$ cat config.mk
export PLATFORM = sky130hd
export DESIGN_NAME = integer_matrix_multiply
export DESIGN_NICKNAME = d
export VERILOG_FILES = /design/src/sv/imm_pkg.sv /design/src/sv/imm_sequencer.sv /design/src/sv/imm_mac_unit.sv /design/src/sv/integer_matrix_multiply.sv
export SDC_FILE = /design/constraint.sdc
export NUM_CORES = 2
export LEC_CHECK = 0
export ABC_AREA = 1
export BUFFER_PORTS_ARGS = -buffer_cell sky130_fd_sc_hd__buf_2
export CAP_MARGIN = 5
export CORE_MARGIN = 2
export CORE_UTILIZATION = 31
export DETAILED_ROUTE_END_ITERATION = 16
export GPL_TIMING_DRIVEN = 0
export SLEW_MARGIN = 20
export SYNTH_ARGS = -nofsm -noshare
export SYNTH_HDL_FRONTEND = slang
export SYNTH_SLANG_ARGS = --single-unit
$ cat constraint.sdc
create_clock -name clock -period 11.7 [get_ports clock]
set_clock_uncertainty 0.1 [all_clocks]
set_input_delay 1.17 -clock clock [delete_from_list [all_inputs] [get_ports clock]]
set_output_delay 1.17 -clock clock [all_outputs]
set_load 0.01 [all_outputs]
$ cat src/sv/imm_pkg.sv
// Shared types, constants and a helper function for the integer matrix multiplier.
package imm_pkg;

   localparam int DIM_W = 4;
   localparam int IDX_W = 3;
   localparam int SIZE_W = 2 * DIM_W;
   localparam int PROD_W = 35;
   localparam int CSR_IDX_W = 2;

   localparam int MAX_DIM_DEFAULT = 8;
   localparam int ELEMENT_WIDTH_DEFAULT = 16;

   localparam logic [DIM_W-1:0] DIM_RESET = 4'd8;

   localparam logic [CSR_IDX_W-1:0] REG_ROWS_A = 2'd0;
   localparam logic [CSR_IDX_W-1:0] REG_INNER_DIM = 2'd1;
   localparam logic [CSR_IDX_W-1:0] REG_COLS_B = 2'd2;

   typedef enum logic [1:0] {
      S_LOAD = 2'b01,
      S_RUN  = 2'b10
   } imm_state_type;

   typedef struct packed {
      logic [DIM_W-1:0] rows;
      logic [DIM_W-1:0] inner;
      logic [DIM_W-1:0] cols;
   } imm_dims_type;

   typedef struct packed {
      logic a_en;
      logic b_en;
   } imm_write_type;

   typedef struct packed {
      logic             valid;
      logic             first;
      logic             last;
      logic             run_end;
      logic [IDX_W-1:0] row;
      logic [IDX_W-1:0] col;
   } imm_issue_type;

   // A zero dimension acts as one, and anything above the maximum acts as the maximum.
   function automatic logic [DIM_W-1:0] eff_dim(input logic [DIM_W-1:0] d,
                                                input logic [DIM_W-1:0] dmax);
      logic [DIM_W-1:0] r;
      r = d;
      if (d == '0) begin
         r = DIM_W'(1);
      end else if (d > dmax) begin
         r = dmax;
      end
      return r;
   endfunction

endpackage

$ cat src/sv/imm_sequencer.sv
// Load counters and the row, column and inner-index sequencer of the multiplier.
module imm_sequencer
   import imm_pkg::*;
#(
   parameter int MAX_DIM = MAX_DIM_DEFAULT
) (
   input  logic                clock,
   input  logic                reset,
   input  logic                load,
   input  logic                operand_select,
   input  imm_dims_type        dims,
   output logic                busy,
   output imm_write_type       wr,
   output logic [((MAX_DIM*MAX_DIM) > 1 ? $clog2(MAX_DIM*MAX_DIM) : 1)-1:0] wr_addr,
   output logic [((MAX_DIM*MAX_DIM) > 1 ? $clog2(MAX_DIM*MAX_DIM) : 1)-1:0] rd_a_addr,
   output logic [((MAX_DIM*MAX_DIM) > 1 ? $clog2(MAX_DIM*MAX_DIM) : 1)-1:0] rd_b_addr,
   output imm_issue_type       issue
);

   localparam int DEPTH = MAX_DIM * MAX_DIM;
   localparam int AW = (DEPTH > 1) ? $clog2(DEPTH) : 1;
   localparam int CW = $clog2(DEPTH + 1);
   localparam logic [DIM_W-1:0] MAXD = DIM_W'(MAX_DIM);

   imm_state_type    state_ff, state_in;
   logic [CW-1:0]    a_cnt_ff, a_cnt_in;
   logic [CW-1:0]    b_cnt_ff, b_cnt_in;
   logic [IDX_W-1:0] i_ff, i_in;
   logic [IDX_W-1:0] j_ff, j_in;
   logic [IDX_W-1:0] k_ff, k_in;
   logic [AW-1:0]    a_base_ff, a_base_in;
   logic [AW-1:0]    a_addr_ff, a_addr_in;
   logic [AW-1:0]    b_addr_ff, b_addr_in;

   logic [DIM_W-1:0]  dim_r, dim_n, dim_c;
   logic [SIZE_W-1:0] size_a, size_b;
   logic              k_last, j_last, i_last;

   assign dim_r = eff_dim(dims.rows, MAXD);
   assign dim_n = eff_dim(dims.inner, MAXD);
   assign dim_c = eff_dim(dims.cols, MAXD);
   assign size_a = SIZE_W'(dim_r) * SIZE_W'(dim_n);
   assign size_b = SIZE_W'(dim_n) * SIZE_W'(dim_c);

   assign k_last = (DIM_W'(k_ff) == dim_n - DIM_W'(1));
   assign j_last = (DIM_W'(j_ff) == dim_c - DIM_W'(1));
   assign i_last = (DIM_W'(i_ff) == dim_r - DIM_W'(1));

   assign busy = (state_ff == S_RUN);
   assign wr_addr = operand_select ? b_cnt_ff[AW-1:0] : a_cnt_ff[AW-1:0];
   assign rd_a_addr = a_addr_ff;
   assign rd_b_addr = b_addr_ff;

   always_comb begin
      state_in = state_ff;
      a_cnt_in = a_cnt_ff;
      b_cnt_in = b_cnt_ff;
      i_in = i_ff;
      j_in = j_ff;
      k_in = k_ff;
      a_base_in = a_base_ff;
      a_addr_in = a_addr_ff;
      b_addr_in = b_addr_ff;
      wr = '0;
      issue = '0;
      case (state_ff)
         S_LOAD: begin
            if (load) begin
               if (!operand_select) begin
                  if (SIZE_W'(a_cnt_ff) < size_a) begin
                     wr.a_en = 1'b1;
                     a_cnt_in = a_cnt_ff + CW'(1);
                  end
               end else begin
                  if (SIZE_W'(b_cnt_ff) < size_b) begin
                     wr.b_en = 1'b1;
                     b_cnt_in = b_cnt_ff + CW'(1);
                  end
               end
               if (SIZE_W'(a_cnt_in) >= size_a && SIZE_W'(b_cnt_in) >= size_b) begin
                  a_cnt_in = '0;
                  b_cnt_in = '0;
                  i_in = '0;
                  j_in = '0;
                  k_in = '0;
                  a_base_in = '0;
                  a_addr_in = '0;
                  b_addr_in = '0;
                  state_in = S_RUN;
               end
            end
         end
         S_RUN: begin
            issue.valid = 1'b1;
            issue.first = (k_ff == '0);
            issue.last = k_last;
            issue.run_end = k_last && j_last && i_last;
            issue.row = i_ff;
            issue.col = j_ff;
            if (!k_last) begin
               k_in = k_ff + IDX_W'(1);
               a_addr_in = a_addr_ff + AW'(1);
               b_addr_in = b_addr_ff + AW'(dim_c);
            end else begin
               k_in = '0;
               if (!j_last) begin
                  j_in = j_ff + IDX_W'(1);
                  a_addr_in = a_base_ff;
                  b_addr_in = AW'(j_ff) + AW'(1);
               end else begin
                  j_in = '0;
                  b_addr_in = '0;
                  if (!i_last) begin
                     i_in = i_ff + IDX_W'(1);
                     a_base_in = a_base_ff + AW'(dim_n);
                     a_addr_in = a_base_ff + AW'(dim_n);
                  end else begin
                     state_in = S_LOAD;
                  end
               end
            end
         end
         default: begin
            state_in = S_LOAD;
         end
      endcase
   end

   always_ff @(posedge clock) begin
      if (reset) begin
         state_ff <= S_LOAD;
         a_cnt_ff <= '0;
         b_cnt_ff <= '0;
      end else begin
         state_ff <= state_in;
         a_cnt_ff <= a_cnt_in;
         b_cnt_ff <= b_cnt_in;
      end
   end

   always_ff @(posedge clock) begin
      i_ff <= i_in;
      j_ff <= j_in;
      k_ff <= k_in;
      a_base_ff <= a_base_in;
      a_addr_ff <= a_addr_in;
      b_addr_ff <= b_addr_in;
   end

endmodule

$ cat src/sv/imm_mac_unit.sv
// Matrix stores and the shared multiply-accumulate pipeline of the multiplier.
module imm_mac_unit
   import imm_pkg::*;
#(
   parameter int MAX_DIM = MAX_DIM_DEFAULT,
   parameter int ELEMENT_WIDTH = ELEMENT_WIDTH_DEFAULT
) (
   input  logic                     clock,
   input  logic                     reset,
   input  imm_write_type            wr,
   input  logic [((MAX_DIM*MAX_DIM) > 1 ? $clog2(MAX_DIM*MAX_DIM) : 1)-1:0] wr_addr,
   input  logic [ELEMENT_WIDTH-1:0] wr_data,
   input  logic [((MAX_DIM*MAX_DIM) > 1 ? $clog2(MAX_DIM*MAX_DIM) : 1)-1:0] rd_a_addr,
   input  logic [((MAX_DIM*MAX_DIM) > 1 ? $clog2(MAX_DIM*MAX_DIM) : 1)-1:0] rd_b_addr,
   input  imm_issue_type            issue,
   output logic                     rsp_strobe,
   output logic [PROD_W-1:0]        rsp_product_value,
   output logic [IDX_W-1:0]         rsp_out_row,
   output logic [IDX_W-1:0]         rsp_out_col,
   output logic                     rsp_last_of_run
);

   localparam int DEPTH = MAX_DIM * MAX_DIM;
   localparam int MW = 2 * ELEMENT_WIDTH;

   logic [ELEMENT_WIDTH-1:0] a_mem [DEPTH];
   logic [ELEMENT_WIDTH-1:0] b_mem [DEPTH];

   logic signed [ELEMENT_WIDTH-1:0] a_rd_ff, b_rd_ff;
   logic signed [MW-1:0]            prod_ff, prod_in;
   logic [PROD_W-1:0]               prod_ext;
   logic [PROD_W-1:0]               acc_ff, acc_in;
   imm_issue_type                   s1_ff, s2_ff;
   logic                            strobe_ff, last_ff;
   logic [PROD_W-1:0]               value_ff;
   logic [IDX_W-1:0]                row_ff, col_ff;

   assign prod_in = a_rd_ff * b_rd_ff;

   if (MW >= PROD_W) begin : g_trunc
      assign prod_ext = prod_ff[PROD_W-1:0];
   end else begin : g_sext
      assign prod_ext = {{(PROD_W - MW){prod_ff[MW-1]}}, prod_ff};
   end

   assign acc_in = s2_ff.first ? prod_ext : acc_ff + prod_ext;

   always_ff @(posedge clock) begin
      if (wr.a_en) begin
         a_mem[wr_addr] <= wr_data;
      end
      if (wr.b_en) begin
         b_mem[wr_addr] <= wr_data;
      end
      a_rd_ff <= a_mem[rd_a_addr];
      b_rd_ff <= b_mem[rd_b_addr];
   end

   always_ff @(posedge clock) begin
      if (reset) begin
         s1_ff <= '0;
         s2_ff <= '0;
         strobe_ff <= 1'b0;
         last_ff <= 1'b0;
      end else begin
         s1_ff <= issue;
         s2_ff <= s1_ff;
         strobe_ff <= s2_ff.valid && s2_ff.last;
         last_ff <= s2_ff.valid && s2_ff.last && s2_ff.run_end;
      end
   end

   always_ff @(posedge clock) begin
      prod_ff <= prod_in;
      if (s2_ff.valid) begin
         acc_ff <= acc_in;
      end
      value_ff <= acc_in;
      row_ff <= s2_ff.row;
      col_ff <= s2_ff.col;
   end

   assign rsp_strobe = strobe_ff;
   assign rsp_product_value = value_ff;
   assign rsp_out_row = row_ff;
   assign rsp_out_col = col_ff;
   assign rsp_last_of_run = last_ff;

endmodule

$ cat src/sv/integer_matrix_multiply.sv
// Top level of the integer matrix multiplier: dimension registers, sequencer and MAC unit.
//
// Channel   Handshake               Payload
// request   start, busy             req_operand_select, req_element_value
// response  rsp_strobe              rsp_product_value, rsp_out_row, rsp_out_col,
//                                   rsp_last_of_run
// csr       csr_valid, csr_ready    csr_index, csr_data
//
// A request that loads an element writes it into its matrix store. The request that completes both
// matrices starts a run that issues all rows * cols * inner product terms to the single
// multiplier, during which busy is high; each product element leaves through the s1, s2
// and output registers after its last term is issued. Reset is synchronous and restores all
// dimensions to eight with both load counts empty. The receiver cannot stall.
module integer_matrix_multiply
   import imm_pkg::*;
#(
   parameter int MAX_DIM = MAX_DIM_DEFAULT,
   parameter int ELEMENT_WIDTH = ELEMENT_WIDTH_DEFAULT
) (
   input  logic                     clock,
   input  logic                     reset,
   input  logic                     start,
   output logic                     busy,
   input  logic                     req_operand_select,
   input  logic [ELEMENT_WIDTH-1:0] req_element_value,
   output logic                     rsp_strobe,
   output logic [PROD_W-1:0]        rsp_product_value,
   output logic [IDX_W-1:0]         rsp_out_row,
   output logic [IDX_W-1:0]         rsp_out_col,
   output logic                     rsp_last_of_run,
   input  logic                     csr_valid,
   output logic                     csr_ready,
   input  logic [CSR_IDX_W-1:0]     csr_index,
   input  logic [DIM_W-1:0]         csr_data
);

   localparam int DEPTH = MAX_DIM * MAX_DIM;
   localparam int AW = (DEPTH > 1) ? $clog2(DEPTH) : 1;

   imm_dims_type  dims_ff;
   imm_write_type wr;
   imm_issue_type issue;
   logic [AW-1:0] wr_addr, rd_a_addr, rd_b_addr;
   logic          load;

   assign csr_ready = 1'b1;
   assign load = start && !busy;

   always_ff @(posedge clock) begin
      if (reset) begin
         dims_ff.rows <= DIM_RESET;
         dims_ff.inner <= DIM_RESET;
         dims_ff.cols <= DIM_RESET;
      end else if (csr_valid && csr_ready) begin
         case (csr_index)
            REG_ROWS_A: dims_ff.rows <= csr_data;
            REG_INNER_DIM: dims_ff.inner <= csr_data;
            REG_COLS_B: dims_ff.cols <= csr_data;
            default: ;
         endcase
      end
   end

   imm_sequencer #(
      .MAX_DIM(MAX_DIM)
   ) u_sequencer (
      .clock(clock),
      .reset(reset),
      .load(load),
      .operand_select(req_operand_select),
      .dims(dims_ff),
      .busy(busy),
      .wr(wr),
      .wr_addr(wr_addr),
      .rd_a_addr(rd_a_addr),
      .rd_b_addr(rd_b_addr),
      .issue(issue)
   );

   imm_mac_unit #(
      .MAX_DIM(MAX_DIM),
      .ELEMENT_WIDTH(ELEMENT_WIDTH)
   ) u_mac_unit (
      .clock(clock),
      .reset(reset),
      .wr(wr),
      .wr_addr(wr_addr),
      .wr_data(req_element_value),
      .rd_a_addr(rd_a_addr),
      .rd_b_addr(rd_b_addr),
      .issue(issue),
      .rsp_strobe(rsp_strobe),
      .rsp_product_value(rsp_product_value),
      .rsp_out_row(rsp_out_row),
      .rsp_out_col(rsp_out_col),
      .rsp_last_of_run(rsp_last_of_run)
   );

   // A run begins only on an accepted request.
   a_run_starts_on_request: assert property (@(posedge clock) disable iff (reset)
      $rose(busy) |-> $past(start))
      else $error("Run started without an accepted request.");

   // The final product term ends the run.
   a_run_ends_after_final: assert property (@(posedge clock) disable iff (reset)
      issue.valid && issue.run_end |=> !busy)
      else $error("Sequencer stayed busy after the final product term.");

   // Every response follows the last term of its sum through the pipeline.
   a_response_timing: assert property (@(posedge clock) disable iff (reset)
      rsp_strobe |-> $past(issue.valid && issue.last, 3))
      else $error("Response without a matching completed sum.");

   // The end-of-run mark only appears on a response.
   a_last_needs_strobe: assert property (@(posedge clock) disable iff (reset)
      rsp_last_of_run |-> rsp_strobe)
      else $error("End-of-run mark without a response.");

endmodule
==> impl_results.md <==
- Yosys cell types: 59
- CTS Hold Bufs: 0
- Yosys warnings: 0
- Tot GR Track Use: 0.232
- Worst slew margin: 0.139
- Die span in x: 576 µm
- Area Growth Syn to Fin: 17.9%
- H-tree Lvls: 4
- Post-synth EDFFs: 2,110
- Die Area: 332,000 µm²
- MaxCap Viol Count: 0
- Top Ports: 72
- Initial Utilization: 0.311
- R2R Setup Slk: 4.56 ns
- Crit path time final: 7.14 ns
- Clock Latency Late Sink: 1.01 ns
- Routed Antenna Nets: 0
- Final Max Tran Viols: 0
- I/O Buffers: 69
- Routed wire length: 397,000 µm
- Area share of the leading cell type in the synthesized netlist: 0.624
- Critical path arrival: 7.77 ns
- R2R cell count: 19
- WHS Path Cells: 0
- Fmax: 140 MHz
- RSZ-0062 raised after global routing: no
- # setup viols final: 0
- Status: completed
- Syn avg cell area: 11.8 µm²
- Seq/Total Area, Yosys: 0.655
- Mapped Cells: 8,589
- Crit Path Max Fanout: 10
- Root Buffer: clkbuf_16
- DR pass1 iterations: 8
- Standard-cell rows: 210
- Critical path required time: 12.33 ns
- Core ar.: 327,000 µm²
- First-pass GRT wire length: 547,000 µm
- Syn Nets: 9,075
- Initial antenna violation count: 26
- Setup repair bufs after CTS: 0
- Gpl congestion: 1.00
- Post-DP HPWL: 285,000 µm
- Cell area after synthesis: 102,000 µm²
- CTS tree: built
- Post-route setup TNS: 0 ns
- Die Span Y: 576 µm
- DRC Markers: 0
- Ratio of cells with drive above 1 in the final layout: 0.0970
- Tcrit/Tclk final: 0.610
- Largest area contributor in the synthesized netlist: edfxtp_1
- Vias per std cell: 5.53
- Final hold viol count: 0
- Drt initial violations: 11,695
- Kind of critical path: reg -> reg
- Post-CTS resize count: 0
- Critical register-to-register path startpoint: u_mac_unit.b_rd_ff[2]$_DFF_P_
- TritonCTS Sinks: 2,265
- Number of global-route vias before repair: 71,309
- Largest cells by area after synthesis: edfxtp_1, o21ai_0, nor2_1
- Clk buf depth: 4
- Hold Startpoint: u_mac_unit.s2_ff[1]$_SDFF_PP0_
- Reg clk slew, reported paths: 0.08 ns
- Nets: 9,527
- CP startpoint kind: flip-flop
- Routed vias: 75,142
- Worst slew pin tran: 1.29 ns
- Hold EP: u_mac_unit.rsp_out_col[1]$_DFF_P_
- Crit. End Element: flip-flop
- CTS buffer count: 235
- Largest net degree at the start of global routing: 101
- Async SR Flop Fraction: 0
- Global route overflow: 0
- Avg WL per Cell: 29.2 µm
- Synth Flop Type: edfxtp_1
- Hold Crit Class: reg -> reg
- Reg-to-Reg End: u_mac_unit.prod_ff[29]$_DFF_P_
- #FFs+latches synth: 2,265
[worst max path at each step]
| stage | start | to | cells after the start |
|---|---|---|---|
| floorplan | u_mac_unit.b_rd_ff[2]$_DFF_P_ | u_mac_unit.prod_ff[31]$_DFF_P_ | 19 |
| global placement | dims_ff[7]$_SDFFE_PP1P_ | u_mac_unit.b_mem[24][2]$_DFFE_PP_ | 23 |
| detailed placement | u_mac_unit.b_rd_ff[2]$_DFF_P_ | u_mac_unit.prod_ff[29]$_DFF_P_ | 19 |
| CTS | u_mac_unit.b_rd_ff[2]$_DFF_P_ | u_mac_unit.prod_ff[29]$_DFF_P_ | 19 |
| global route | u_mac_unit.b_rd_ff[2]$_DFF_P_ | u_mac_unit.prod_ff[29]$_DFF_P_ | 19 |
| finish | u_mac_unit.b_rd_ff[2]$_DFF_P_ | u_mac_unit.prod_ff[29]$_DFF_P_ | 19 |
[per-stage QoR]
step           setup WS, ns  cells  hold WS [ns]  instance area, µm²   util
2_1_floorplan          5.96   8589         0.210              102000      -
3_3_place_gp           3.78  13004         0.224              107000  0.329
3_5_place_dp           4.62  13150         0.221              112000  0.343
4_1_cts                4.59  13590         0.241              120000  0.366
5_1_grt                4.22  13591         0.246              120000  0.366
6_report               4.56  13596         0.239              120000  0.366
[placed cells by master (no fill, tap or decap), types with 33 or more instances in the layout]
cell type,n
a21oi_1,131
buf_12,57
buf_16,84
buf_2,163
clkbuf_1,407
clkbuf_16,240
clkinv_1,58
clkinv_2,46
dfxtp_1,154
edfxtp_1,2110
fa_1,273
ha_1,186
inv_1,591
nand2_1,821
nand3_1,176
nand4_1,71
nor2_1,1355
nor2_4,129
o211ai_1,46
o21ai_0,1207
o221ai_1,143
o22ai_1,427
xnor2_1,33
xor2_1,39
[cell type report]
cell class,instances,area (µm²)
Multi-Input combinational cell,5201,31500
Clock inverter,155,1540
Inverter,607,2290
Clock buffer,285,6200
Tap cell,4346,5440
Fill cell,31318,207000
Antenna cell,6,15.0
Buffer,516,2230
Sequential cell,2265,66500
Timing Repair Buffer,215,3990
[cell families after synthesis]
kind of cell | count (synthesis) | share of synthesized area
other cells | 1 | 0.0000369
fa+ha+maj | 459 | 0.0768
flops | 2265 | 0.655
compound gates | 2044 | 0.114
simple gates | 2624 | 0.103
buf+inv | 1123 | 0.0445
xor+xnor | 73 | 0.00637
[per-layer routing]
| metal | up-vias | GRT usage | wire length (µm) |
|---|---|---|---|
| li1 | 31496 | - | - |
| met1 | 37565 | 0.314 | 155000 |
| met2 | 5159 | 0.348 | 171000 |
| met3 | 904 | 0.0636 | 51600 |
| met4 | 18 | 0.0991 | 19900 |
| met5 | - | 0 | 105 |
[flip-flops by register name, summed over array words and instances, names as in the netlist, 12 cells and up]
name,flops
u_mac_unit.b_rd_ff,16
dims_ff,12
u_mac_unit.prod_ff,32
u_mac_unit.acc_ff,35
u_mac_unit.a_mem,1024
u_mac_unit.rsp_product_value,35
u_mac_unit.a_rd_ff,16
u_mac_unit.b_mem,1024
[cell usage after synthesis, drive strengths merged, types with 6 or more instances]
master	count
a21o	7
a21oi	136
a31oi	13
buf	150
clkbuf	366
dfxtp	155
edfxtp	2110
fa	273
ha	186
inv	603
nand2	832
nand3	179
nand4	71
nor2	1487
nor3	13
o211ai	46
o21ai	1229
o21bai	11
o221ai	143
o22ai	427
o311ai	6
or2	33
xnor2	33
xor2	40
[worst max-delay path, cell delays in order (launching register included)]
cell and delay (ns):
dfxtp_1 0.31, clkbuf_1 0.46, clkbuf_1 0.55, nand2_1 0.23, fa_1 0.75, inv_1 0.16, fa_1 0.89, inv_1 0.12
fa_1 0.47, fa_1 0.61, fa_1 0.45, fa_1 0.49, inv_1 0.04, ha_1 0.34, nand2_1 0.11, nor2_1 0.13
nand2_1 0.09, nor4_1 0.20, a21oi_1 0.13, xnor2_1 0.35
Power is not shown: default switching activity piles up to over one toggle a cycle in this logic, so the estimate is an artifact.
